$ cat config.mk
export PLATFORM = sky130hd
export DESIGN_NAME = tslope_back
export DESIGN_NICKNAME = d
export VERILOG_FILES = /design/src/rtl/tslope_pkg.sv /design/src/rtl/tslope_back.sv
export SDC_FILE = /design/constraint.sdc
export NUM_CORES = 2
export LEC_CHECK = 0
export BUFFER_PORTS_ARGS = -buffer_cell sky130_fd_sc_hd__buf_2
export CORE_MARGIN = 3
export CORE_UTILIZATION = 46
export DETAILED_ROUTE_END_ITERATION = 10
export PLACE_DENSITY = 0.7
export RECOVER_POWER = 25
export SLEW_MARGIN = 30
export SYNTH_ARGS = -nofsm -noshare
export SYNTH_HDL_FRONTEND = slang
export SYNTH_SLANG_ARGS = --single-unit
$ cat constraint.sdc
create_clock -name clk -period 13.2 [get_ports clk]
set_input_delay 2.64 -clock clk [delete_from_list [all_inputs] [get_ports clk]]
set_output_delay 2.64 -clock clk [all_outputs]
set_load 0.005 [all_outputs]
$ cat src/rtl/tslope_pkg.sv
// ----------------------------------------------------------------------------
// tslope_pkg
// Shared types and constants of the 3x3 terrain slope block.
// ----------------------------------------------------------------------------
package tslope_pkg;

  localparam int MAX_WIDTH_DEF   = 4096;
  localparam int SAMPLE_BITS_DEF = 16;

  localparam int CFG_ADDR_W = 3;
  localparam int CFG_DATA_W = 24;
  localparam int FW_W       = 13;
  localparam int FH_W       = 16;
  localparam int NODATA_W   = 16;
  localparam int GAIN_W     = 24;
  localparam int SLOPE_W    = 8;

  localparam int SCALED_W = 24;            // scaled difference below 256.0 in Q16
  localparam int SQ_W     = 2 * SCALED_W;
  localparam int X_W      = SQ_W + 4;      // 4 * (ew^2 + ns^2), even width
  localparam int ROOT_W   = X_W / 2;
  localparam int REM_W    = ROOT_W + 3;
  localparam int ITER_W   = $clog2(ROOT_W);
  localparam int RND_BIT  = 16;
  localparam int RND_SH   = 17;

  localparam logic [FW_W-1:0]       FW_RESET     = 13'd4096;
  localparam logic [FH_W-1:0]       FH_RESET     = 16'd4096;
  localparam logic [NODATA_W-1:0]   NODATA_RESET = 16'h8000;
  localparam logic [GAIN_W-1:0]     GAIN_RESET   = 24'd2088960;
  localparam logic [SLOPE_W-1:0]    SLOPE_MAX    = 8'd255;

  typedef enum logic [CFG_ADDR_W-1:0] {
    REG_FRAME_WIDTH  = 3'd0,
    REG_FRAME_HEIGHT = 3'd1,
    REG_NODATA       = 3'd2,
    REG_EW_GAIN      = 3'd3,
    REG_NS_GAIN      = 3'd4
  } cfg_reg_t;

  typedef enum logic {
    F_IDLE,
    F_UPD
  } front_state_t;

  typedef enum logic [2:0] {
    B_IDLE,
    B_MUL,
    B_SQ,
    B_ADD,
    B_ROOT,
    B_RND,
    B_OUT
  } back_state_t;

  typedef struct packed {
    logic compute;
    logic eof;
  } res_ctl_t;

endpackage

$ cat src/rtl/tslope_back.sv
// ----------------------------------------------------------------------------
// tslope_back
// Gain scaling, square sum, bit-serial square root, rounding and output stage.
// ----------------------------------------------------------------------------
module tslope_back #(
  parameter int MAG_W = tslope_pkg::SAMPLE_BITS_DEF + 3
) (
  input  logic                            clk,
  input  logic                            rst_n,
  input  logic [tslope_pkg::GAIN_W-1:0]   ew_gain,
  input  logic [tslope_pkg::GAIN_W-1:0]   ns_gain,
  input  logic                            q_not_empty,
  input  tslope_pkg::res_ctl_t            q_ctl,
  input  logic [MAG_W-1:0]                q_mag_ew,
  input  logic [MAG_W-1:0]                q_mag_ns,
  output logic                            q_pop,
  output logic                            out_tvalid,
  input  logic                            out_tready,
  output logic [tslope_pkg::SLOPE_W-1:0]  out_tdata,
  output logic                            out_tlast
);

  import tslope_pkg::*;

  localparam int PROD_W = MAG_W + GAIN_W;

  back_state_t state_r, state_nxt;

  logic [MAG_W-1:0]    mag_ew_r, mag_ns_r;
  logic [PROD_W-1:0]   se_r, sn_r;
  logic [SQ_W-1:0]     sqe_r, sqn_r;
  logic [X_W-1:0]      x_r;
  logic [REM_W-1:0]    rem_r;
  logic [ROOT_W-1:0]   root_r;
  logic [ITER_W-1:0]   iter_r;
  logic [SLOPE_W-1:0]  slope_r;
  logic                eof_r;

  logic                sat;
  logic [REM_W-1:0]    rem_sh, trial;
  logic                ge;
  logic [ROOT_W:0]     rnd_sum;
  logic [ROOT_W-RND_SH:0] n_val;

  assign sat     = (se_r[PROD_W-1:SCALED_W] != '0) || (sn_r[PROD_W-1:SCALED_W] != '0);
  assign rem_sh  = {rem_r[REM_W-3:0], x_r[X_W-1 -: 2]};
  assign trial   = REM_W'({root_r, 2'b01});
  assign ge      = (rem_sh >= trial);
  assign rnd_sum = {1'b0, root_r} + (ROOT_W+1)'(1 << RND_BIT);
  assign n_val   = rnd_sum[ROOT_W:RND_SH];

  // next state
  always_comb begin
    state_nxt = state_r;
    unique case (state_r)
      B_IDLE: begin
        if (q_not_empty) begin
          state_nxt = q_ctl.compute ? B_MUL : B_OUT;
        end
      end
      B_MUL:  state_nxt = B_SQ;
      B_SQ:   state_nxt = sat ? B_OUT : B_ADD;
      B_ADD:  state_nxt = B_ROOT;
      B_ROOT: begin
        if (iter_r == ITER_W'(ROOT_W - 1)) begin
          state_nxt = B_RND;
        end
      end
      B_RND:  state_nxt = B_OUT;
      B_OUT: begin
        if (out_tready) begin
          state_nxt = B_IDLE;
        end
      end
      default: state_nxt = B_IDLE;
    endcase
  end

  // outputs
  always_comb begin
    q_pop      = 1'b0;
    out_tvalid = 1'b0;
    unique case (state_r)
      B_IDLE:  q_pop      = q_not_empty;
      B_OUT:   out_tvalid = 1'b1;
      default: ;
    endcase
  end

  assign out_tdata = slope_r;
  assign out_tlast = eof_r;

  always_ff @(posedge clk) begin
    if (!rst_n) begin
      state_r <= B_IDLE;
    end else begin
      state_r <= state_nxt;
    end
  end

  always_ff @(posedge clk) begin
    case (state_r)
      B_IDLE: begin
        mag_ew_r <= q_mag_ew;
        mag_ns_r <= q_mag_ns;
        eof_r    <= q_ctl.eof;
        slope_r  <= '0;
      end
      B_MUL: begin
        se_r <= PROD_W'(mag_ew_r) * PROD_W'(ew_gain);
        sn_r <= PROD_W'(mag_ns_r) * PROD_W'(ns_gain);
      end
      B_SQ: begin
        sqe_r   <= SQ_W'(se_r[SCALED_W-1:0]) * SQ_W'(se_r[SCALED_W-1:0]);
        sqn_r   <= SQ_W'(sn_r[SCALED_W-1:0]) * SQ_W'(sn_r[SCALED_W-1:0]);
        slope_r <= SLOPE_MAX;
      end
      B_ADD: begin
        x_r    <= X_W'({1'b0, sqe_r} + {1'b0, sqn_r}) << 2;
        rem_r  <= '0;
        root_r <= '0;
        iter_r <= '0;
      end
      B_ROOT: begin
        rem_r  <= ge ? rem_sh - trial : rem_sh;
        root_r <= {root_r[ROOT_W-2:0], ge};
        x_r    <= x_r << 2;
        iter_r <= iter_r + ITER_W'(1);
      end
      B_RND: begin
        slope_r <= (n_val > (ROOT_W-RND_SH+1)'(SLOPE_MAX)) ? SLOPE_MAX : SLOPE_W'(n_val);
      end
      default: ;
    endcase
  end

`ifndef SYNTH
  a_pop_idle: assert property (@(posedge clk) disable iff (!rst_n)
    q_pop |-> state_r == B_IDLE) else $error("pop while busy");
  a_out_hold: assert property (@(posedge clk) disable iff (!rst_n)
    out_tvalid && !out_tready |=> out_tvalid && $stable(slope_r)) else $error("result lost");
  a_root_len: assert property (@(posedge clk) disable iff (!rst_n)
    state_r == B_RND |-> iter_r == ITER_W'(ROOT_W)) else $error("root iteration count");
`endif

endmodule

* Yosys cells after proc, flatten, opt, wreduce, memory -nomap -nowiden
Index checks and enable logic that the tools add are counted.
Cells by class: reduce and logical (&&, ||, !) cells 7, magnitude comparators 2, multiplexer cells 15, $add $sub $neg 4, shifts and indexed selects 0, eq/ne operators 10, divide/modulo/power cells 0, bitwise gates (word level) 0, multipliers 4
Operators by type and width (count):
- $pmux 52 s2 | 1
- $mul 24x24->48 | 2
- $mul 19x24->43 | 2
- $pmux 27 s2 | 1
- $pmux 26 s2 | 1
- $add 48x48->49 | 1
- $reduce_bool 19->1 | 2
- $ge 29x28->1 | 1
- $add 26x17->27 const B | 1
- $mux 27 | 1
- $sub 27x27->27 | 1
- $pmux 8 s3 | 1
- $pmux 3 s7 | 1
- $mux 3 | 5
- $gt 10x8->1 const B | 1
- $pmux 5 s2 | 1
- $eq 3x3->1 const B | 3
- $mux 8 | 1
- $eq 3x2->1 const B | 2
- $ne 2x2->1 const B | 3
- $add 5x1->5 const B | 1
- $eq 5x5->1 const B | 1
- $eq 3x1->1 const B | 1
- $logic_not 3->1 | 1
- other kinds (5) | 6
Word-level totals: memory bits (writable) 0, output and inout port bits 11, logic and storage cells 55, input port bits 92, latch bits 0, memory bits (read-only) 0, bits in registers 342, memories kept 0

* Longest topological paths before layout
depth in word-level cells 4, gate-level depth with buffers 28, mapped depth without buffers 27

* Least setup slack after synthesis
No wires, ideal clock.
path type reg2reg, start point reg state_r[1], end point reg slope_r[0] (netlist: out_tdata[0]) (data pin), cell stages (with the launch flop) 4, path buffers 0, data required time 13.002 ns, period minus slack after synthesis 9.143 ns, library setup time 0.198 ns, arrival 8.945 ns, setup slack 4.057 ns, path through dfxtp_1 nor3b_1 nor2_1 a21oi_1
On the way: cells in the longest elaborated chain, start to end 2
Ends and longest elaborated chain:
- from (decl) | RTL line tslope_back.sv:27 | back_state_t state_r, state_nxt;
- from (signal assigned) | RTL line tslope_back.sv:97 | state_r <= state_nxt;
- $eq 3x3->1, or another cell as far along | RTL line tslope_back.sv:102 | case (state_r)
- $pmux 8 s3 * | RTL line tslope_back.sv:102
- to (signal assigned) | RTL line tslope_back.sv:131 | slope_r <= (n_val > (ROOT_W-RND_SH+1)'(SLOPE_MAX)) ? SLOPE_MAX : SLOPE_W'(n_val);
- to (decl) | RTL line tslope_back.sv:36 | logic [SLOPE_W-1:0] slope_r;
Every way passes the cells marked *; elsewhere a longest branch is shown, timed or not. A chain may end at the register's enable or synchronous reset.

* Worst setup path after layout
start point in ew_gain[12] (netlist name), end point reg se_r[37] (data pin)
On the way: cells in the longest elaborated chain, start to end 1
Ends and longest elaborated chain:
- from (decl) | RTL line tslope_back.sv:10 | input logic [tslope_pkg::GAIN_W-1:0] ew_gain,
- $mul 19x24->43 | RTL line tslope_back.sv:110 | se_r <= PROD_W'(mag_ew_r) * PROD_W'(ew_gain);
- to (signal assigned) | RTL line tslope_back.sv:110
- to (decl) | RTL line tslope_back.sv:30 | logic [PROD_W-1:0] se_r, sn_r;
Every way passes these cells.

==> out/summary.log <==
INFO  worst_setup_path critical_path_class=input pin to register
INFO  routing        antenna_left=0
INFO  worst_setup_path cp-start-kind=input pin
INFO  synthesis      post_synth.cell_area_avg=9.445um^2
INFO  worst_setup_path r2r-end=sqn_r[45]$_DFFE_PP_
INFO  floorplan      chipHeight=413.9um
INFO  worst_setup_path end_kind=register
INFO  layout         num_antenna_cells=0
INFO  placement      port_buffers=102
INFO  worst_setup_path timing.rr.start=sn_r[0]$_DFFE_PP_
INFO  sta            report.final.slew_viol_count=202
INFO  worst_setup_path worstPathRequired=13.56ns
INFO  cts            cts_resized=0
INFO  synthesis      synth.largest_area_cell=fa_1
INFO  cts            cts_post_setup_buffers_inserted=0
INFO  synthesis      synth_edf_count=335
INFO  sta            final_cycle_utilization_of_the_critical_path=65.91%
INFO  synthesis      ys_async_sr_fraction=0%
INFO  cts            clock_tree_from_tritoncts=yes
INFO  synthesis      post_synth_inst_count=8104
INFO  floorplan      floorplan.initialDensity=46.34%
INFO  routing        wl=173900um
INFO  global_routing antenna_found_initial=2
INFO  layout         fill_cells=15.24k
INFO  global_routing global_route.usage.total=21.15%
INFO  outcome        status=finished with violations
INFO  sta            timing.setup.tns=0ns
INFO  synthesis      distinct_cell_type_count_after_synthesis=75
INFO  cts            cts-hold-fix-buffers=0
INFO  sta            worstMarginPinSlew=2.499ns
INFO  cts            cts.sink_count=338
INFO  routing        detail_route.iter0.violations=3153
INFO  worst_hold_path min-delay-path-class=register to register
INFO  synthesis      yosys_reg_bits=338
INFO  routing        dr_total_vias=53.32k
INFO  placement      hpwl=138800um
INFO  cts            clk_transition_reported_paths=0.06ns
INFO  global_routing grt_pass1_vias=59.00k
INFO  routing        first_pass_iters=5
INFO  worst_hold_path holdCritStartpoint=x_r[49]$_DFFE_PP_
INFO  synthesis      synthDominantCellAreaShare=41.61%
INFO  cts            cts_root_buffer=clkbuf_16
INFO  sta            post-route-min-period=8.699ns
INFO  cts            number_of_h_tree_branching_levels=2
INFO  synthesis      post_synth_instance_area=76540um^2
INFO  layout         areaGrowthSynthToFinish=5.741%
INFO  floorplan      design.die.area=171300um^2
INFO  synthesis      synth_seq_area_share=13.22%
INFO  layout         finish.net_count=10.41k
INFO  global_routing wire_length_of_the_first_global_routing_pass=294000um
INFO  job            max_cap_viol_count=5
INFO  global_routing grt_remaining_overflow=0
INFO  synthesis      synthesis.nets=10.47k
INFO  floorplan      placeable_core_area=165200um^2
INFO  global_routing grt_start_max_net_pins=65
INFO  floorplan      placement_rows=149
INFO  synthesis      synth_top_flop_cell=edfxtp_1
INFO  sta            timing.max_slew.rel_slack=-66.60%
INFO  worst_hold_path hold_path_end=x_r[51]$_SDFFCE_PN0P_
INFO  floorplan      die_w=413.9um
INFO  worst_setup_path timing.critical_path.arrival=9.06ns
INFO  routing        via_per_inst=5.195
INFO  sta            grt_setup_unrepaired=false
INFO  cts            clock_tree.buffer_depth=3
INFO  cts            number_of_buffers_created_by_cts=46
INFO  synthesis      synth_top_cells_by_area=fa_1 (42%), edfxtp_1 (13%), ha_1 (11%)
INFO  sta            timing.final.setup_violations=0
INFO  worst_hold_path worst_hold_path.num_cells=1
INFO  cts            clock_insertion_delay_at_the_later_pin_of_the_skew_report=0.64ns
INFO  placement      globalplace.congestion=0.8889
INFO  routing        wire_per_inst=16.94um
INFO  outcome        violations_in_the_final_reports=max-capacitance violations, max-slew violations
INFO  worst_setup_path r2r_setup_slack=4.72ns
INFO  sta            fin_worst_skew=0.05138ns
INFO  worst_setup_path rr_worst_depth=27
INFO  layout         post_route_cells_drive_above_1_share=3.505%
INFO  worst_setup_path worst-path-max-fanout=19
INFO  sta            finalHoldViolations=0
INFO  floorplan      io_pins=103
INFO  sta            fmax=0.1149GHz
INFO  synthesis      synth-warning-count=0
INFO  routing        route.detailed.drc=0
==> routing by layer <==
layer  routed length [um]  vias up  track usage, %
li1                     -    24180               -
met1                71210    27220           27.37
met2                86860     1575           36.89
met3                10350      339           2.854
met4                 5456        0           6.388
met5                    0        -               0
==> sequential cells by signal, indices dropped and copies added (netlist names) <==
name       cells
sn_r          43
sqe_r         47
mag_ew_r      19
mag_ns_r      19
se_r          43
state_r        3
root_r        26
x_r           50
sqn_r         47
rem_r         27
iter_r         5
out_tdata      8
out_tlast      1
==> cell usage after synthesis, drive strengths merged (5+ instances only) <==
cell type / count
fa: 1591
nand4: 32
edfxtp: 335
o211ai: 9
a41oi: 10
a21o: 130
nand3: 54
and2: 568
o21bai: 30
and3: 32
o21ai: 120
or2: 7
a21boi: 5
mux2i: 23
o2111ai: 5
a311oi: 5
a211oi: 33
a31oi: 21
or3: 9
nor2b: 36
inv: 2092
a221oi: 5
o21a: 36
clkbuf: 305
ha: 687
o221ai: 7
and4: 11
xor2: 86
nand2b: 21
xnor2: 165
nor4: 11
a21oi: 262
buf: 6
o31a: 7
o31ai: 11
a221o: 8
nor3: 27
nor2: 232
nand2: 1019
==> worst max-delay path by stage <==
stage / startpoint / endpoint / slack [ns] / depth (start not counted)
after floorplan: state_r[1]$_SDFFE_PN0P_ / out_tdata[0]$_DFFE_PP_ / 4.06 / 3
after global placement: ew_gain[12] / se_r[37]$_DFFE_PP_ / 3.91 / 25
after detailed placement: ns_gain[10] / sn_r[37]$_DFFE_PP_ / 3.85 / 21
after CTS: ns_gain[10] / sn_r[37]$_DFFE_PP_ / 4.57 / 21
after global routing: ew_gain[12] / se_r[37]$_DFFE_PP_ / 4.11 / 25
final: ew_gain[12] / se_r[37]$_DFFE_PP_ / 4.50 / 25
==> kinds of logic (layout without fill, tap and decap cells) <==
family                   Yosys count  in the layout  synth area share (%)
AO/OA/AOI/OAI                    732            732                 6.104
buffers and inverters           2403           2373                 11.80
XOR/XNOR                         251            251                 2.872
adder cells (fa/ha/maj)         2278           2278                 52.84
multiplexers                      25             25                0.3302
flip-flops                       338            338                 13.22
AND/OR/NAND/NOR                 2077           2077                 12.84
==> worst max-delay path: stages <==
cell and delay, ns:
buf_2 0.35, nand2_1 0.15, fa_1 0.55, inv_1 0.05
fa_1 0.54, inv_1 0.06, fa_1 0.51, inv_1 0.06
fa_1 0.52, inv_1 0.05, fa_1 0.48, inv_1 0.05
fa_1 0.43, ha_1 0.34, a21oi_1 0.28, nand2_1 0.11
a2111oi_0 0.36, a211oi_1 0.09, buf_4 0.18, a21boi_2 0.23
o21ai_1 0.12, a221o_1 0.34, a21oi_1 0.28, o31ai_1 0.12
xor2_1 0.17
==> cells in the final DEF, fill, tap and decap left out, types with 10 or more instances in the layout <==
cell / instances
a21o_1: 130
nand2_1: 1018
and4_1: 10
ha_1: 687
xor2_1: 86
o21bai_1: 30
buf_4: 55
nor4_1: 11
inv_1: 2092
and2_1: 566
a211oi_1: 33
buf_6: 20
buf_2: 102
a41oi_1: 10
a31oi_1: 21
clkbuf_16: 47
nand3_1: 54
o21a_1: 36
nor3_1: 27
a21oi_1: 259
fa_1: 1591
xnor2_1: 165
nor2_1: 232
nand2b_1: 21
clkbuf_1: 20
nand4_1: 32
mux2i_1: 23
edfxtp_1: 335
and3_1: 32
o21ai_0: 115
nor2b_1: 36
o31ai_1: 11
==> stage by stage <==
| stage | instances | hold slack [ns] | utilization, % | instance area (um^2) | setup WS [ns] |
|---|---|---|---|---|---|
| 3_5_place_dp | 10160 | 0.5071 | 48.01 | 79310 | 3.846 |
| 2_1_floorplan | 8104 | 0.4836 | - | 76540 | 4.057 |
| 3_3_place_gp | 10150 | 0.4869 | 47.90 | 79120 | 3.909 |
| 6_report | 10260 | 0.5137 | 49.00 | 80940 | 4.501 |
| 4_1_cts | 10250 | 0.5196 | 48.91 | 80790 | 4.566 |
| 5_1_grt | 10260 | 0.5259 | 49.00 | 80940 | 4.114 |
==> layout make-up <==
cell class | count | area [um^2] | share of cell area (%)
clock buffers | 60 | 1235 | 1.526
clock inverters | 26 | 244.0 | 0.3014
inverters | 2092 | 7853 | 9.702
multi-input cells | 5363 | 57410 | 70.94
flip-flops and latches | 338 | 10120 | 12.50
well taps | 2189 | 2739 | 3.384
repair buffers | 195 | 1334 | 1.648
Power is left out: the tool's default activity adds up to more than one toggle a clock period on the data nets, which glitch-free logic cannot reach.
