File: config.mk
export PLATFORM = sky130hd
export DESIGN_NAME = tslope_queue
export DESIGN_NICKNAME = d
export VERILOG_FILES = /design/src/rtl/tslope_queue.sv
export SDC_FILE = /design/constraint.sdc
export NUM_CORES = 1
export LEC_CHECK = 0
export ABC_AREA = 1
export BUFFER_PORTS_ARGS = -buffer_cell sky130_fd_sc_hd__clkbuf_2
export CORE_MARGIN = 4
export CORE_UTILIZATION = 52
export DETAILED_ROUTE_END_ITERATION = 8
export PLACE_DENSITY_LB_ADDON = 0.12
export SYNTH_ARGS = -nofsm -noshare
export SYNTH_HDL_FRONTEND = slang
export SYNTH_SLANG_ARGS = --single-unit
export TNS_END_PERCENT = 30
File: constraint.sdc
create_clock -name clk -period 1.8 [get_ports clk]
set_input_delay 0.54 -clock clk [delete_from_list [all_inputs] [get_ports clk]]
set_output_delay 0.54 -clock clk [all_outputs]
set_load 0.02 [all_outputs]
File: src/rtl/tslope_queue.sv
// ----------------------------------------------------------------------------
// tslope_queue
// Two-entry queue between the window front end and the slope back end.
// ----------------------------------------------------------------------------
module tslope_queue #(
  parameter int DATA_W = 8
) (
  input  logic              clk,
  input  logic              rst_n,
  input  logic              push,
  input  logic [DATA_W-1:0] push_data,
  output logic              full,
  input  logic              pop,
  output logic              not_empty,
  output logic [DATA_W-1:0] pop_data
);

  logic [DATA_W-1:0] slot_r [2];
  logic              wptr_r, wptr_nxt;
  logic              rptr_r, rptr_nxt;
  logic [1:0]        cnt_r, cnt_nxt;

  assign full      = (cnt_r == 2'd2);
  assign not_empty = (cnt_r != 2'd0);
  assign pop_data  = slot_r[rptr_r];

  always_comb begin
    wptr_nxt = wptr_r;
    rptr_nxt = rptr_r;
    cnt_nxt  = cnt_r;
    if (push) begin
      wptr_nxt = ~wptr_r;
    end
    if (pop) begin
      rptr_nxt = ~rptr_r;
    end
    if (push && !pop) begin
      cnt_nxt = cnt_r + 2'd1;
    end else if (pop && !push) begin
      cnt_nxt = cnt_r - 2'd1;
    end
  end

  always_ff @(posedge clk) begin
    if (!rst_n) begin
      wptr_r <= 1'b0;
      rptr_r <= 1'b0;
      cnt_r  <= 2'd0;
    end else begin
      wptr_r <= wptr_nxt;
      rptr_r <= rptr_nxt;
      cnt_r  <= cnt_nxt;
    end
  end

  always_ff @(posedge clk) begin
    if (push) begin
      slot_r[wptr_r] <= push_data;
    end
  end

`ifndef SYNTH
  a_no_overflow: assert property (@(posedge clk) disable iff (!rst_n)
    full |-> !push || pop) else $error("queue overflow");
  a_no_underflow: assert property (@(posedge clk) disable iff (!rst_n)
    pop |-> not_empty) else $error("queue underflow");
  a_cnt_step: assert property (@(posedge clk) disable iff (!rst_n)
    push && !pop |=> cnt_r == $past(cnt_r) + 2'd1) else $error("queue count slip");
`endif

endmodule

Word-level counts from Yosys, hierarchy flattened
Memory sizes are Yosys's and may differ from the RTL's. A register that Yosys moved wholly into a read port is not among the register bits.
Cells that the tools add are included.
{"block": "totals", "regBits": 4, "ramBits": 16, "inputBits": 12, "wordCells": 21, "mem_count": 1}
{"block": "op_classes", "add_sub_neg": 2, "eq_ne": 1, "muxes": 6, "bitwise": 2, "reduce_logical": 6}
{"memory": "slot_r", "depth": 2, "width": 8, "rd": 1, "rd_ports_with_merged_regs": 1, "wr": 1, "line": "18", "text": "logic [DATA_W-1:0] slot_r [2];"}
{"op": "1-bit two-way mux", "count": 4}
{"op": "2-bit two-way mux", "count": 2}
{"op": "2-bit nonzero test", "count": 2}
{"op": "2-bit by 1-bit adder with 2-bit output (second input constant)", "count": 1}
{"op": "2-bit equality test (second input constant)", "count": 1}
{"op": "1-bit logical AND", "count": 2}
{"op": "1-bit logical NOT", "count": 2}
{"op": "1-bit NOT", "count": 2}
{"op": "2-bit by 1-bit subtractor with 2-bit output (second input constant)", "count": 1}

Logic depth before layout (Yosys ltp)
Gate-level depths: netlist of the first run.
{"block": "logic_depth", "word_depth": 4, "depth_mapped": 8, "ltp_nobuf": 8}

Worst setup path before layout of the first run
OpenSTA, ideal clock, no wires.
{"block": "synth_timing", "path_type": "register to output", "start": "reg with a tool-made name", "end": "out pop_data[0]", "arrival_time_ns": 0.806, "t_required_ns": 1.260, "setup_slack_ns": 0.454, "path_stages_with_launch": 3, "n_path_buf": 1, "path_cell_list": "dfxtp_1 buf_6 mux2_2"}
{"element": "end: declaration", "line": "15", "text": "output logic [DATA_W-1:0] pop_data"}

==> results of run 1 <==
critical path, cell delays in order, from the launching register on:
cell and delay, ns:
sky130_fd_sc_hd__dfxtp_4 0.42, sky130_fd_sc_hd__mux2_2 0.34, sky130_fd_sc_hd__buf_4 0.15
layout make-up:
| cell class | count | area (um^2) | share of cell area |
|---|---|---|---|
| inverter | 9 | 33.78 | 0.03506 |
| timing repair buffer | 22 | 115.1 | 0.1195 |
| clock buffer | 4 | 26.28 | 0.02727 |
| multi-input combinational | 27 | 185.2 | 0.1922 |
| sequential | 21 | 584.3 | 0.6065 |
| tap | 15 | 18.77 | 0.01948 |
timing repair:
action                     4_1_cts  5_1_grt
setup endpoints to repair        8        5
pin swaps                        0        0
resized for setup                2        6
path summary, 6_finish.rpt:
check	from	slack (ns)	to	depth (start not counted)
worst min-delay path	push_data[6]	0.44	slot_r[0][6]	1
worst max register to register	wptr_r	0.80	slot_r[1][0]	2
worst min register to register	cnt_r[0]	0.53	cnt_r[0]	1
worst max-delay path	flip-flop	0.06	pop_data[6]	2
flip-flops by register name, indices dropped and copies added (netlist names), named ones only:
signal,cells
cnt_r,2
rptr_r,1
slot_r,16
wptr_r,1
cell usage in the layout, fill, tap and decap left out, types with 2 or more instances in the layout:
master	synthesis	final
sky130_fd_sc_hd__clkbuf_2	0	16
sky130_fd_sc_hd__nor2_1	6	6
sky130_fd_sc_hd__dfxtp_1	5	4
sky130_fd_sc_hd__edfxtp_1	16	16
sky130_fd_sc_hd__nand2_1	5	5
sky130_fd_sc_hd__buf_2	0	4
sky130_fd_sc_hd__clkbuf_4	0	3
sky130_fd_sc_hd__mux2_2	8	8
sky130_fd_sc_hd__inv_1	8	8
sky130_fd_sc_hd__buf_4	0	2
power groups by stage:
stage / clock, W / sequential (W) / combinational (W)
2_1_floorplan: 0 / 0.000574 / 0.000104
3_3_place_gp: 0 / 0.000582 / 0.000140
3_5_place_dp: 0 / 0.000583 / 0.000143
4_1_cts: 0.000224 / 0.000572 / 0.000143
5_1_grt: 0.000241 / 0.000576 / 0.000158
6_report: 0.000210 / 0.000571 / 0.000142
cell families after synthesis:
logic type,after synthesis,share of synthesized area
buf+inv,10,0.05555
compound gates,2,0.01233
mux,8,0.1111
flops,21,0.7161
xor+xnor,1,0.01080
fa+ha+maj,1,0.01543
simple gates,15,0.07870
through the flow:
step / hold slack, ns / total power [W] / util / setup WS (ns)
global placement: 0.4849 / 0.0007211 / 0.6733 / 0.2148
detailed placement: 0.5087 / 0.0007262 / 0.6733 / 0.2015
global route: 0.4134 / 0.0009743 / 0.6968 / -0.01050
CTS: 0.4256 / 0.0009395 / 0.6950 / 0.03399
finish: 0.4399 / 0.0009232 / 0.6968 / 0.06434
floorplan: 0.4661 / 0.0006777 / - / 0.4542
routing by layer:
metal	vias to the layer above	share of wire
li1	249	-
met1	214	0.41
met2	10	0.53
met3	0	0.054
met4	0	0
met5	-	0
==> results.txt, run 1 <==
Fraction of final layout cells sized beyond drive strength 1: 0.4337. The met2 layer usage reported by global route is 0.2086. The number of fillers in the final layout was 95. TritonCTS built the clock tree.

Number of remaining DRC errors: 0. Global routing usage on met1: 0.1247. After detailed routing, the average wire length per cell comes to 11.60 um.

After floorplanning, the core was divided into 13 placement rows. The logs give 11 for the number of DRC violations after detailed-routing iteration 0 and 0 for the count of inserted antenna diode cells. The global-route layer with the greatest usage was met2. For the finished layout, the period the worst path requires is 1.736 ns. The worst setup path is captured at an output pin.

The flow ran to the end, and the final reports show no timing, DRC or antenna violations. The largest buffer count on any clock path is 2, and the count of port buffers added during placement is 21. Once placement completed, the tool counted placed cells totaling 94. The number of global-route vias before repair is 452. 22 I/O pins were placed. The final layout contains routed wiring with a total length of 1137 um. The yosys synthesis warning count was 0; the starting density of the core was 0.5864. After clock tree synthesis, the clock-pin slew on the worst setup and hold paths is 0.10 ns.

The clock network fraction of total power was 0.227; the post-synthesis average cell area was 13.98 um^2. The fraction of power spent switching nets works out to 0.2401. The number of different library cells used by synthesis comes to 16.

Counting every net in the synthesized netlist gives 71. At the pin with the least slew margin, the transition time is 0.3412 ns. For this block, the via count after detailed routing is 473. After routing the design area is 963.4 um^2. The final period utilization is 0.9643, and the last weighted congestion value of the routability-driven placer is 0.6613. The antenna violation net count after detailed routing came out at 0. The data arrival at the endpoint of the critical path is 1.20 ns.

The first detailed-routing pass took 4 iterations. For this design the static power due to leakage is 0.4202 nW. The first global-routing pass estimated 1780 um of wire. The highest ir drop seen on vdd was 625.3 uV. Startpoint type of the worst setup path: a flip-flop. The number of antenna violations at the first check in global routing is 0, and the global routing usage on met3 is 0.03759.

The total power density per cell area is 958.3 nW/um^2, and the overall routing resource usage is 0.1142. Buffers inserted during clock tree synthesis total 3. The total overflow left after global routing is 0. The clock skew was 0.0008894 ns; the share of power burned in combinational logic was 0.154. The run gives 98 as the final standard cell count with taps included and fillers excluded. The chip width was 47.49 um. The tree is rooted in a sky130_fd_sc_hd__clkbuf_4.

The part of the Yosys area used for sequential elements is 0.7160, and the number of enable-type register cells in the synthesized netlist is 16. The final count of pins violating max slew was 0. The normalized max-slew margin is 0.7723. The core region is 1383 um^2.

Summed over all nets, the switching power comes to 0.0002217 W. The run gives 0.619 as the share of total power in sequential cells. By count the netlist is led by sky130_fd_sc_hd__edfxtp_1 (16), sky130_fd_sc_hd__inv_1 (8), sky130_fd_sc_hd__mux2_2 (8), sky130_fd_sc_hd__nor2_1 (6).

The peak clock frequency supported by timing was 576.1 MHz; the total placed instance area was 930.9 um^2. For the internal power consumption, the log shows 0.0007015 W. For the number of levels the H-tree was split into, the log shows 1.

The critical path in this run is classified as flip-flop to output pin. After clock tree synthesis, the flow added hold-fix buffers numbering 0. Setup repair after global routing could not meet its margin everywhere.

The flip-flop and latch count after synthesis works out to 21. STA puts the critical path data required time at 1.26 ns. The worst hold path belongs to the class input port to flip-flop.

The flip-flop cell with the highest count after synthesis was sky130_fd_sc_hd__edfxtp_1. The tools report the post-synthesis cell count as 58. The tools report the HPWL after detailed placement as 860.8 um.

Post-CTS timing repair inserted 0 buffers for setup. The number of vias per cell came out at 4.827. Setup violations remaining at the end of the flow were counted as 0. The floorplan step defined a die boundary enclosing 2255 um^2.

The tools report the setup total negative slack as 0 ns. After synthesis, the cell types taking the most area are sky130_fd_sc_hd__edfxtp_1 (59%), sky130_fd_sc_hd__dfxtp_1 (12%), sky130_fd_sc_hd__mux2_2 (11%). The fraction of post-synthesis cell area in the top cell type by area works out to 0.5926.

Measured along the y axis, the die boundary spans 47.49 um. The largest fanout of any net on the critical path was 8. After the last flow step, the layout net total stands at 97. The synthesized area was 810.8 um^2; the share of flip-flops with an asynchronous set or reset after synthesis was 0.

The clock insertion delay at the later pin of the skew report was 0.28 ns; the area growth from synthesis to layout was 18.83%. The final-report hold violation count came out at 0. For the clock net sink count, the log shows 21. sky130_fd_sc_hd__edfxtp_1 is the most common cell in the netlist. sky130_fd_sc_hd__edfxtp_1 takes more of the synthesized area than any other cell. The number of max-cap violations was 0. The largest net degree at the start of global routing came out at 12.
No activity file was read; power rests on OpenSTA's default activity.
==> inputs of run 2 (changes only) <==
--- a/config.mk
+++ b/config.mk
@@ -11,6 +11,7 @@
 export CORE_UTILIZATION = 52
 export DETAILED_ROUTE_END_ITERATION = 8
 export PLACE_DENSITY_LB_ADDON = 0.12
+export REMOVE_ABC_BUFFERS = 1
 export SYNTH_ARGS = -nofsm -noshare
 export SYNTH_HDL_FRONTEND = slang
 export SYNTH_SLANG_ARGS = --single-unit
==> results.txt, run 2 (synthesis results as in run 1) <==
The run finished with clean final reports. The run gives 1945 um (+9.3%) as the first-pass GRT wire length. The count of port buffers added during placement came out at 21 (unchanged). The number of iterations in the first detailed-routing pass was 2 (-2); the worst path required time was 1.26 ns (about the same).

The overall via count from detail_route is 473 (unchanged), and the clock insertion delay at the later pin of the skew report is 0.29 ns (about the same). The flip-flop count of the largest register, all copies and words added was 16 (unchanged); the clock skew was 0.002221 ns (+0.001332 ns). The number of DRC violations after detailed-routing iteration 0 came out at 5 (-6). The largest fanout of any net on the critical path is 8 (unchanged), and the number of remaining DRC errors is 0 (unchanged).

The tools report the starting density of the core as 0.5864 (unchanged). In this run the top signal layer used is met4. Data arrival at the endpoint of the critical path: 1.21 ns (about the same). The post-layout minimum cycle time was 1.751 ns (+0.01570 ns).

Routed wire length on met3: 80 um (+31%). The run gives 2255 um^2 (unchanged) as the die area. For the number of cell rows, the log shows 13 (unchanged). The met2 wire length is 659 um (+8.9%), and the number of buffers inserted to repair setup after CTS is 0 (unchanged). TritonCTS built the clock tree.

For the number of nets in the layout, the log shows 97 (unchanged). Number of levels the H-tree was split into: 1 (unchanged). The count of inserted antenna diode cells came out at 0 (unchanged).

Number of global-route vias before repair: 469 (+3.8%). The worst setup path is launched from a flip-flop. The number of max-cap violations is 0 (unchanged). The vertical die dimension is 47.49 um (unchanged). The run gives 571.0 MHz (-0.90%) as the peak clock frequency supported by timing.

The worst setup path is captured at an output pin. In the layout the commonest cells are sky130_fd_sc_hd__clkbuf_2 (18), sky130_fd_sc_hd__edfxtp_1 (16), sky130_fd_sc_hd__inv_1 (8), sky130_fd_sc_hd__mux2_2 (8), sky130_fd_sc_hd__nor2_1 (6). The number of vias per cell is 4.827 (unchanged), and the area growth from synthesis to layout is 18.98%. For the number of top-level pins, the log shows 22 (unchanged). The largest registers in the layout are slot_r x16, cnt_r x2.

Area of the core: 1383 um^2 (unchanged). The final-report hold violation count is 0 (unchanged), and the largest buffer count on any clock path is 2 (unchanged). The run gives 0 (unchanged) as the antenna violation net count after detailed routing. The tree is rooted in a sky130_fd_sc_hd__clkbuf_4. The final period utilization was 0.9730 (+0.008720); the last weighted congestion value of the routability-driven placer was 0.6803 (+2.9%). The total power density per cell area came out at 962.4 nW/um^2 (+0.44%). The wire length the detailed router placed on met1 was 436 um (-7.2%); the chip width was 47.49 um (unchanged). Register name with the most flops: slot_r. The critical path is of the flip-flop to output pin type. The detail-routed net length per standard cell was 12.12 um (+4.5%). For the final hold slack, the log shows 0.4239 ns (-0.01596 ns). The number of clock buffers inserted by TritonCTS was 3 (unchanged); the number of antenna violations at the first check in global routing was 0 (unchanged). Setup repair after global routing could not meet its margin everywhere. Routed wire length: 1188 um (+4.5%). The overall routing resource usage was 0.1326 (+0.01842); the highest ir drop seen on vdd was 558.9 uV (-11%). The normalized max-slew margin was 0.7706 (-0.001654); the clock net sink count was 21 (unchanged).

The fraction of final layout cells sized beyond drive strength 1 is 0.4458 (+0.01205), and the clock-pin slew reported for the worst setup and hold paths after clock tree synthesis is 0.11 ns (about the same). The total congestion overflow after global routing was 0 (unchanged). The count of final setup violators is 0 (unchanged), and the final count of pins violating max slew is 0 (unchanged). The leading cell type in the layout, fill and taps excluded is sky130_fd_sc_hd__clkbuf_2. The worst-margin pin slew was 0.3437 ns (+0.002479 ns). Leakage power total: 0.4233 nW (+0.75%). Worst hold path class: input port to flip-flop. The hold-fix buffer count after cts is 0 (unchanged).

The run gives 945.5 um (+9.8%) as the HPWL after detailed placement. The largest net degree at the start of global routing came out at 13 (+1). The run gives 0.0009284 W (+0.57%) as the total power consumption of the routed design.
run 2: changes by cell type in the layout (fill, tap and decap cells not counted):
cell,change
sky130_fd_sc_hd__buf_2,-2
sky130_fd_sc_hd__clkbuf_1,-1
sky130_fd_sc_hd__clkbuf_2,+2
sky130_fd_sc_hd__clkinv_2,+1
run 2: final timing paths:
check	from	endpoint	slack, ns	cells past startpoint
setup / recovery	flip-flop	pop_data[2]	0.05	2
hold / removal	push_data[4]	slot_r[0][4]	0.42	1
setup reg to reg	wptr_r	slot_r[0][2]	0.74	2
hold reg to reg	rptr_r	rptr_r	0.54	2
run 2: area by class of cell:
cell class / count / area, um^2
fill: 99 / 417.9
tap: 15 / 18.77
timing repair buffer: 22 / 115.1
sequential: 21 / 584.3
clock buffer: 3 / 22.52
clock inverter: 1 / 5.005
multi-input combinational: 27 / 185.2
inverter: 9 / 33.78
run 2: timing repair:
| item | in CTS | in global routing |
|---|---|---|
| setup endpoints to repair | 8 | 4 |
| cloned | 0 | 0 |
| gates resized for setup | 2 | 4 |
run 2: worst max-delay path, stage by stage, from the launching register on:
cell                       delay (ns)
sky130_fd_sc_hd__dfxtp_4         0.42
sky130_fd_sc_hd__mux2_2          0.34
sky130_fd_sc_hd__clkbuf_2        0.16
run 2: stage by stage:
| stage | TNS [ns] | worst slack, ns | std cells | util | instance area, um^2 |
|---|---|---|---|---|---|
| global route | -0.02625 | -0.009555 | 98 | 0.6977 | 964.7 |
| finish | 0 | 0.04864 | 98 | 0.6977 | 964.7 |
| global placement | 0 | 0.2296 | 94 | 0.6733 | 930.9 |
| CTS | 0 | 0.03201 | 98 | 0.6959 | 962.2 |
| detailed placement | 0 | 0.2141 | 94 | 0.6733 | 930.9 |
| floorplan | 0 | 0.3923 | 57 | - | 799.5 |
run 2: routing by layer:
layer,vias to the layer above,GRT usage
li1,248,-
met1,209,0.1404
met2,14,0.2406
met3,2,0.02256
met4,0,0.08287
met5,-,0
run 2: where the power goes:
part / internal, W / switching, W
logic: 0.0000612 / 0.0000818
registers: 0.000554 / 0.0000173
clock network: 0.0000827 / 0.000131
total: 0.000698 / 0.000230
==> inputs of run 3 (changes only) <==
--- a/config.mk
+++ b/config.mk
@@ -7,8 +7,11 @@
 export LEC_CHECK = 0
 export ABC_AREA = 1
 export BUFFER_PORTS_ARGS = -buffer_cell sky130_fd_sc_hd__clkbuf_2
+export CELL_PAD_IN_SITES_DETAIL_PLACEMENT = 1
+export CELL_PAD_IN_SITES_GLOBAL_PLACEMENT = 1
+export CORE_ASPECT_RATIO = 1.4
 export CORE_MARGIN = 4
-export CORE_UTILIZATION = 52
+export CORE_UTILIZATION = 42
 export DETAILED_ROUTE_END_ITERATION = 8
 export PLACE_DENSITY_LB_ADDON = 0.12
 export REMOVE_ABC_BUFFERS = 1
==> results.txt, run 3 (synthesis results as in run 1) <==
The run finished with clean final reports. Kind of critical path: flip-flop to output pin. The area taken by flip-flops and latches is 584.3 um^2 (unchanged). Number of DRC violations after detailed-routing iteration 0: 3 (-2). The total congestion overflow after global routing is 0 (unchanged). The number of cell rows was 18 (+5); the fraction of final layout cells sized beyond drive strength 1 was 0.4405 (-0.005307). The largest net degree at the start of global routing was 12 (-1).

For the area of the core, the log shows 1802 um^2 (+30%). The run gives 0.0007031 W (+0.68%) as the internal power consumption. The library cells used most frequently in the layout, excluding fill and tap cells, are sky130_fd_sc_hd__clkbuf_2 (17), sky130_fd_sc_hd__edfxtp_1 (16), sky130_fd_sc_hd__inv_1 (8), sky130_fd_sc_hd__mux2_2 (8), sky130_fd_sc_hd__nor2_1 (6). The biggest cell delay along the critical path was 0.42 ns (about the same); the starting density of the core was 0.4500 (-0.1364).

The die area came out at 2707 um^2 (+20%). Final hold slack: 0.4283 ns (+0.004394 ns). The tools report the number of nets in the layout as 98 (+1.0%). The worst setup slack before clock tree synthesis was 0.1905 ns (-0.02363 ns). The number of buffers inserted to repair setup after CTS was 0 (unchanged); the total power density per cell area was 964.8 nW/um^2 (+0.24%). The clock-pin slew reported for the worst setup and hold paths after clock tree synthesis is 0.11 ns (about the same). The run gives 2325 um (+20%) as the first-pass GRT wire length. The largest fanout of any net on the critical path is 8 (unchanged). Final worst-path setup slack: 0.04084 ns (-0.007799 ns).

The number of max-cap violations is 0 (unchanged). The count of final setup violators was 0 (unchanged); the hold-fix buffer count after cts was 0 (unchanged). For the last weighted congestion value of the routability-driven placer, the log shows 0.6862 (+0.87%). In the final layout, the registers with the most flip-flops are slot_r x16, cnt_r x2. The count of inserted antenna diode cells was 0 (unchanged); the area growth from synthesis to layout was 20.22%. The overall via count from detail_route is 488 (+3.2%). The worst hold path belongs to the class input port to flip-flop. The number of stages on the worst setup path is 2 (unchanged). The tools report the number of iterations in the first detailed-routing pass as 2 (unchanged). The number of clock buffers inserted by TritonCTS was 3 (unchanged).

For the number of fillers in the final layout, the log shows 203 (+110%). The number of vias per cell is 4.692 (-2.8%). The flip-flop count of the largest register, all copies and words added came out at 16 (unchanged). The overall routing resource usage is 0.1278 (-0.004833), and the number of cell instances on the worst register-to-register path is 2 (unchanged). The chip width was 45.14 um (-4.9%). Post-layout minimum cycle time: 1.759 ns (+0.007799 ns). The logs give 974.7 um^2 (+1.0%) for the area of all placed cells without fillers and 0.0002373 W (+3.1%) for the switching power.

TritonCTS built the clock tree. For the leakage power total, the log shows 0.4245 nW (+0.28%). The tree is rooted in a sky130_fd_sc_hd__clkbuf_4. The HPWL after detailed placement was 1210 um (+28%); the share of total power in sequential cells was 0.609 (-0.007). The worst register-to-register path begins at wptr_r. The final-report hold violation count is 0 (unchanged), and the detail-routed net length per standard cell is 14.13 um (+17%). The logs give 0.30 ns (about the same) for the clock insertion delay at the later pin of the skew report and 1 (unchanged) for the number of levels the H-tree was split into. For the antenna violation net count after detailed routing, the log shows 0 (unchanged). The buffer and inverter count on the worst path was 1 (unchanged); the share of power burned in combinational logic was 0.156 (+0.002). The highest ir drop seen on vdd was 590.9 uV (+5.7%).

The fraction of power spent switching nets is 0.2523 (+0.004488). The data arrival at the endpoint of the critical path is 1.22 ns (about the same). Setup repair after global routing could not meet its margin everywhere. Dominant delay contributor by cell family on the critical path: flip-flops. The worst-margin pin slew was 0.3507 ns (+0.006992 ns); the largest buffer count on any clock path was 2 (unchanged). Leaving out fill and tap cells, the most frequent cell in the layout is sky130_fd_sc_hd__clkbuf_2. Counting flops per register, the top entry is slot_r. The logs give 0 (unchanged) for the number of antenna violations at the first check in global routing and 944.7 um^2 (+1.5%) for the total placed instance area. The reg-to-reg setup timing slack is 0.77 ns (+0.03 ns), and the footprint of the multi-input gates is 185.2 um^2 (unchanged). For the normalized max-slew margin, the log shows 0.7660 (-0.004667). Kind of end point of the critical path: an output pin. The worst path required time was 1.26 ns (about the same).

For the clock network fraction of total power, the log shows 0.235 (+0.005). The tools report the startpoint type of the worst setup path as a flip-flop. The cell with the biggest individual delay on the critical path was sky130_fd_sc_hd__dfxtp_4. The final period utilization is 0.9773 (+0.004333).

The number of remaining DRC errors was 0 (unchanged). The clock skew came out at 0.001427 ns (-0.0007944 ns). The vertical die dimension came out at 59.99 um (+26%). The peak clock frequency supported by timing was 568.5 MHz (-0.44%). The count of port buffers added during placement works out to 21 (unchanged). The endpoint identified for the worst register-to-register timing path is slot_r[1][3]. For the number of global-route vias before repair, the log shows 529 (+13%). Clock net sink count: 21 (unchanged). The number of top-level pins was 22 (unchanged).

The setup total negative slack was 0 ns (unchanged). The tools report the capturing element of the worst setup path as pop_data[1]. The run gives 0 (unchanged) as the final count of pins violating max slew.

The signal on the critical path passes through mux2_2 -> clkbuf_2. For the number of gates resized after CTS, the log shows 2 (unchanged). The routed wire length came out at 1469 um (+24%).
-- run 3: cell count changes in the layout (fill, tap and decap cells not counted), sizes merged --
cell    before  now
buf          4    6
clkinv       1    0
-- run 3: final cells by class --
class / count / share of cell area
multi-input cells: 27 / 0.1900
repair buffers: 23 / 0.1232
inverters: 9 / 0.03466
clock buffers: 4 / 0.02696
flip-flops and latches: 21 / 0.5995
well taps: 20 / 0.02567
-- run 3: routing by layer --
layer	up-vias	global-route usage	part of all wire
met1	221	0.1236	0.37
met2	15	0.2429	0.55
met3	4	0.01807	0.054
li1	248	-	-
met5	-	0	0
met4	0	0.07531	0.027
-- run 3: worst min-delay path by stage --
stage / start / endpoint / slack, ns / depth (start not counted)
2_1_floorplan: cnt_r[0] / cnt_r[0] / 0.47 / 1
3_3_place_gp: cnt_r[0] / cnt_r[0] / 0.49 / 1
3_5_place_dp: rptr_r / flip-flop / 0.51 / 2
4_1_cts: push_data[7] / slot_r[1][7] / 0.43 / 1
5_1_grt: push_data[5] / slot_r[0][5] / 0.41 / 1
6_report: push_data[0] / slot_r[1][0] / 0.43 / 1
-- run 3: metrics by stage --
step           power (W)  instances  utilization
2_1_floorplan  0.0006725         57            -
3_3_place_gp   0.0007259        100       0.5243
3_5_place_dp   0.0007346        100       0.5243
4_1_cts        0.0009505        104       0.5410
5_1_grt        0.0009878        104       0.5410
6_report       0.0009404        104       0.5410
-- run 3: power groups by stage --
stage	logic [W]	clock network, W	registers, W
4_1_cts	0.000151	0.000226	0.000574
3_5_place_dp	0.000150	0	0.000585
6_report	0.000147	0.000221	0.000573
2_1_floorplan	0.0000945	0	0.000578
3_3_place_gp	0.000144	0	0.000582
5_1_grt	0.000162	0.000250	0.000576
